### src/hw/rtl/srk_pkg.sv
package srk_pkg;

   localparam int DEFAULT_MAX_N = 256;

   localparam int SIZE_W      = 9;
   localparam int VALUE_W     = 32;
   localparam int INDEX_W     = 8;
   localparam int VEC_W       = 2 * VALUE_W;
   localparam int CSR_INDEX_W = 2;
   localparam int CSR_DATA_W  = 32;

   typedef enum logic [CSR_INDEX_W-1:0] {
      CSR_MATRIX_SIZE = 2'd0,
      CSR_UPPER_FILL  = 2'd1,
      CSR_ALPHA_SCALE = 2'd2
   } csr_index_type;

   localparam logic MODE_LOAD   = 1'b0;
   localparam logic MODE_MATRIX = 1'b1;

   localparam logic [SIZE_W-1:0]         RESET_MATRIX_SIZE = 9'd1;
   localparam logic                      RESET_UPPER_FILL  = 1'b1;
   localparam logic signed [VALUE_W-1:0] RESET_ALPHA_SCALE = 32'sd65536;

   typedef struct packed {
      logic                      mode;
      logic signed [VALUE_W-1:0] x_value;
      logic signed [VALUE_W-1:0] y_value;
      logic signed [VALUE_W-1:0] a_value;
   } req_word_type;

   typedef struct packed {
      logic signed [VALUE_W-1:0] updated_value;
      logic [INDEX_W-1:0]        row_index;
      logic [INDEX_W-1:0]        col_index;
      logic                      last_element;
   } rsp_word_type;

   typedef struct packed {
      logic [SIZE_W-1:0]         matrix_size;
      logic                      upper_fill;
      logic signed [VALUE_W-1:0] alpha_scale;
   } cfg_type;

   // Everything about one matrix element that travels beside the arithmetic.
   typedef struct packed {
      logic                      in_triangle;
      logic                      last;
      logic [INDEX_W-1:0]        row;
      logic [INDEX_W-1:0]        col;
      logic signed [VALUE_W-1:0] a_value;
   } elem_info_type;

endpackage

### src/hw/rtl/srk_ctrl.sv
module srk_ctrl import srk_pkg::*; #(
   parameter int MAX_N  = DEFAULT_MAX_N,
   parameter int ADDR_W = $clog2(DEFAULT_MAX_N),
   parameter int CNT_W  = $clog2(DEFAULT_MAX_N + 1)
) (
   input  logic              clock,
   input  logic              reset,
   input  cfg_type           cfg,
   input  logic              req_valid,
   input  req_word_type      req_word,
   input  logic              stage_enable,
   output logic              wr_enable,
   output logic [ADDR_W-1:0] wr_addr,
   output logic [VEC_W-1:0]  wr_data,
   output logic [ADDR_W-1:0] rd_addr_row,
   output logic [ADDR_W-1:0] rd_addr_col,
   output logic              info_valid,
   output elem_info_type     info
);

   logic [CNT_W-1:0]  load_ff, load_in;
   logic [ADDR_W-1:0] row_ff, row_in;
   logic [ADDR_W-1:0] col_ff, col_in;
   logic              info_valid_ff, info_valid_in;
   elem_info_type     info_ff, info_in;

   logic [CNT_W-1:0]  order;
   logic              accept;
   logic              row_wrap;
   logic              col_wrap;

   // Effective order: a size of zero acts as one, and sizes above the store depth clamp.
   always_comb begin
      if (int'(cfg.matrix_size) > MAX_N) begin
         order = CNT_W'(MAX_N);
      end else if (cfg.matrix_size == '0) begin
         order = CNT_W'(1);
      end else begin
         order = CNT_W'(cfg.matrix_size);
      end
   end

   assign accept   = req_valid && stage_enable;
   assign row_wrap = (CNT_W'(row_ff) + CNT_W'(1)) >= order;
   assign col_wrap = (CNT_W'(col_ff) + CNT_W'(1)) >= order;

   assign wr_enable   = accept && (req_word.mode == MODE_LOAD) && (load_ff < order);
   assign wr_addr     = load_ff[ADDR_W-1:0];
   assign wr_data     = {req_word.x_value, req_word.y_value};
   assign rd_addr_row = row_ff;
   assign rd_addr_col = col_ff;

   always_comb begin
      load_in = load_ff;
      row_in  = row_ff;
      col_in  = col_ff;
      if (wr_enable) begin
         load_in = load_ff + CNT_W'(1);
      end
      if (accept && (req_word.mode == MODE_MATRIX)) begin
         if (row_wrap) begin
            row_in = '0;
            if (col_wrap) begin
               // The final element closes the problem and rearms the vector loads.
               col_in  = '0;
               load_in = '0;
            end else begin
               col_in = col_ff + ADDR_W'(1);
            end
         end else begin
            row_in = row_ff + ADDR_W'(1);
         end
      end
   end

   always_comb begin
      info_valid_in       = accept && (req_word.mode == MODE_MATRIX);
      info_in.in_triangle = cfg.upper_fill ? (row_ff <= col_ff) : (col_ff <= row_ff);
      info_in.last        = row_wrap && col_wrap;
      info_in.row         = INDEX_W'(row_ff);
      info_in.col         = INDEX_W'(col_ff);
      info_in.a_value     = req_word.a_value;
   end

   always_ff @(posedge clock) begin
      if (reset) begin
         load_ff       <= '0;
         row_ff        <= '0;
         col_ff        <= '0;
         info_valid_ff <= 1'b0;
      end else begin
         load_ff <= load_in;
         row_ff  <= row_in;
         col_ff  <= col_in;
         if (stage_enable) begin
            info_valid_ff <= info_valid_in;
         end
      end
   end

   always_ff @(posedge clock) begin
      if (stage_enable) begin
         info_ff <= info_in;
      end
   end

   assign info_valid = info_valid_ff;
   assign info       = info_ff;

endmodule

### config.mk
export PLATFORM = sky130hd
export DESIGN_NAME = srk_ctrl
export DESIGN_NICKNAME = d
export VERILOG_FILES = /design/src/hw/rtl/srk_pkg.sv /design/src/hw/rtl/srk_ctrl.sv
export SDC_FILE = /design/constraint.sdc
export NUM_CORES = 1
export LEC_CHECK = 0
export ABC_AREA = 1
export BUFFER_PORTS_ARGS = -buffer_cell sky130_fd_sc_hd__buf_2
export CORE_AREA = 2 2 109 111
export DETAILED_ROUTE_END_ITERATION = 16
export DIE_AREA = 0 0 111 113
export PLACE_DENSITY = 0.76
export SLEW_MARGIN = 20
export SYNTH_ARGS = -nofsm -noshare
export SYNTH_HDL_FRONTEND = slang
export SYNTH_SLANG_ARGS = --single-unit
### constraint.sdc
create_clock -name clock -period 3.35 [get_ports clock]
set_clock_uncertainty 0.2 [all_clocks]
set_input_delay 0.67 -clock clock [delete_from_list [all_inputs] [get_ports clock]]
set_output_delay 0.67 -clock clock [all_outputs]
set_load 0.02 [all_outputs]
==> out/results.ini <==
[routing]
drc_errors = 0
vias_per_cell = 4.90
drtPass1Iterations = 4
ant_nets = 0
num_vias = 3381
drt_iter0_drc = 233
routed_wl_um = 11900
wl_per_cell_um = 17.3

[logic_synthesis]
synth_edf_count = 50
synthArstFlopShare_pct = 0
ys_ff_latch = 76
ys_seq_area_share_pct = 44.1
synth.area.top_cells = edfxtp_1 (33%), buf_4 (14%), dfxtp_1 (11%)
synth.most_common_cell = buf_4
synth_top_area_share_pct = 32.7
yosysWarnings = 0
synthesis.nets = 664
yosysTopAreaCell = edfxtp_1
ys.flop_type = edfxtp_1
synthCells = 487
syn-cell-area_mm2 = 0.00459
synth.distinct_cells = 33
synth_area_per_cell_um2 = 9.42
netlist_top_cells_count = buf_4 (88), nand2_1 (71), edfxtp_1 (50)

[grt]
grt_pass1_vias = 3272
grt_pass1_wl_um = 17700
grt_max_degree = 52
gr-usage-all-layers_pct = 18.3
grt_overflow = 0
antenna_found_initial = 0

[finish]
nNetsFinal = 719
diodes = 0
drive_above_1_share_pct = 36.6
stdcell_count = 690
synthToLayoutAreaGrowth_pct = 13.1
n_fill_cell = 1038

[placed_design]
hpwl_um = 9720
globalplace.congestion = 0.868
io_buffers = 122
dp.cells = 672

[power]
pwr-share-comb_pct = 11.0
pwr_density_cell_mw_per_mm2 = 454
swShare_pct = 23.9
p_leak_nw = 2.45
p_int_mw = 1.79
max-vdd-ir-drop_v = 0.000250
power_frac_seq_pct = 44.9
pwr-share-clk_pct = 44.1
p_sw_mw = 0.563

[timing]
timing.final.crit_share_pct = 97.3
slew_violations = 0
fmax_mhz = 307
worstMarginPinSlew_ns = 0.640
setup_viol = 0
finalCriticalPeriod_ns = 3.26
report.final.hold_viol_count = 0
whs_ns = 0.269
relSlewSlack_pct = 57.3

[clocking]
cts.clk_slew.worst_paths_ns = 0.06
clk-insertion-delay-late_ns = 0.33
ctsLongestPathBuffers = 2
cts-root-buf = clkbuf_16
htree_levels = 3
clkSinkCount = 76
cts_tree = yes
numCtsBuffers = 9

[floorplan]
core_area_mm2 = 0.0113
die_area_mm2 = 0.0125
rows = 39
num_io_pins = 283
floorplan.initialDensity_pct = 40.7
die_w_um = 111
die_h_um = 113

[setup_path]
ff2ff_setup_slack_ns = 0.32
crit_slowest_cell = o21ai_4
arrival_ns = 2.39
required_ns = 2.48
start_kind = input port
worst-setup-path-type = input port to primary output
crit_fanout = 5
cp_common_cell = nand2_2
crit_path_end_kind = primary output
slowest_delay_ns = 0.29
path_cells = buf_2 > nor2_1 > nand2_2 > o21ai_4 > nand2_2 > ha_4 > nand2_1 > inv_1 > nand2_1 > nand3_2 > nand2_2 > nand2_4 > nand2_8 > nand2_4 > clkinv_2 > buf_4

[flow_run]
cap_viol_max_count = 0

[status]
status = finished, final reports clean

[worst_hold_path]
worst_hold_path_type = flop to flop

-- critical path, delay by kind of cell --
kind | cells | cell delay, ns
AND/OR/NAND/NOR | 10 | 0.79
buffers and inverters | 4 | 0.35
AO/OA/AOI/OAI | 1 | 0.29
adder cells (fa/ha/maj) | 1 | 0.28
-- placed cells by master (no fill, tap or decap), drive strengths merged --
cell,instances
xnor2,2
a211oi,3
ha,34
dfxtp,26
a21o,1
clkinv,2
nand4,5
nor2,50
nand3,33
clkinvlp,1
bufinv,2
edfxtp,50
o21ai,6
nand3b,1
inv,52
o211ai,2
buf,134
nor3,4
a21oi,25
clkbuf,9
or2,1
nand2,91
xor2,13
-- kinds of logic after synthesis --
kind of cell | after synthesis | synth area share [%]
compound gates | 37 | 5.78
buf+inv | 140 | 18.7
flops | 76 | 44.1
fa+ha+maj | 34 | 9.28
xor+xnor | 15 | 2.87
simple gates | 185 | 19.3
-- power by group through the flow --
stage / combinational, mW / clock (mW) / sequential [mW]
3_5_place_dp: 0.253 / 0 / 1.08
5_1_grt: 0.283 / 1.11 / 1.06
3_3_place_gp: 0.245 / 0 / 1.08
6_report: 0.260 / 1.04 / 1.06
4_1_cts: 0.253 / 1.08 / 1.06
2_1_floorplan: 0.202 / 0 / 1.13
-- path summary, 6_finish.rpt --
kind | startpoint | end | depth (start not counted)
hold reg to reg | info_valid$_SDFFE_PP0P_ | info_valid$_SDFFE_PP0P_ | 2
hold / removal | info_valid$_SDFFE_PP0P_ | info_valid$_SDFFE_PP0P_ | 2
setup reg to reg | rd_addr_row[1]$_SDFFE_PP0P_ | rd_addr_col[7]$_SDFFE_PP0P_ | 15
setup / recovery | cfg[34] | wr_enable | 16
-- layout make-up --
cell class / instances / area (µm²) / area share, %
Inverter: 50 / 189 / 3.64
Multi-Input combinational cell: 271 / 1770 / 34.1
Clock buffer: 9 / 225 / 4.34
Sequential cell: 76 / 2020 / 39.0
Timing Repair Buffer: 134 / 707 / 13.6
Clock inverter: 7 / 97.6 / 1.88
Tap cell: 143 / 179 / 3.45
-- registers in the layout, summed over array words and instances, names as in the netlist --
name         count
info_valid       1
info            50
rd_addr_col      8
rd_addr_row      8
load_ff          9
-- timing repair --
action	CTS	global route
endpoints found under the setup margin	0	1
buffers inserted	0	2
hold buffers	0	0
resized for setup	0	16
-- metal layers --
layer  share of wire [%]  track usage [%]  wire, µm
met1                  37             19.7      4410
met2                  50             32.6      5910
met3                  12             8.46      1450
met4                 1.4             4.92       165
met5                   0                0         0
-- metrics by stage --
| step | setup slack [ns] | power [mW] | utilization, % | setup TNS [ns] | area [µm²] |
|---|---|---|---|---|---|
| floorplan | 0.229 | 1.33 | - | 0 | 4590 |
| global placement | 0.0928 | 1.32 | 42.4 | 0 | 4780 |
| detailed placement | 0.0694 | 1.33 | 42.4 | 0 | 4780 |
| CTS | 0.0582 | 2.39 | 45.3 | 0 | 5100 |
| global route | -0.0310 | 2.46 | 46.0 | -0.0310 | 5190 |
| finish | 0.0891 | 2.35 | 46.0 | 0 | 5190 |
Power figures use the tool's default switching activity.
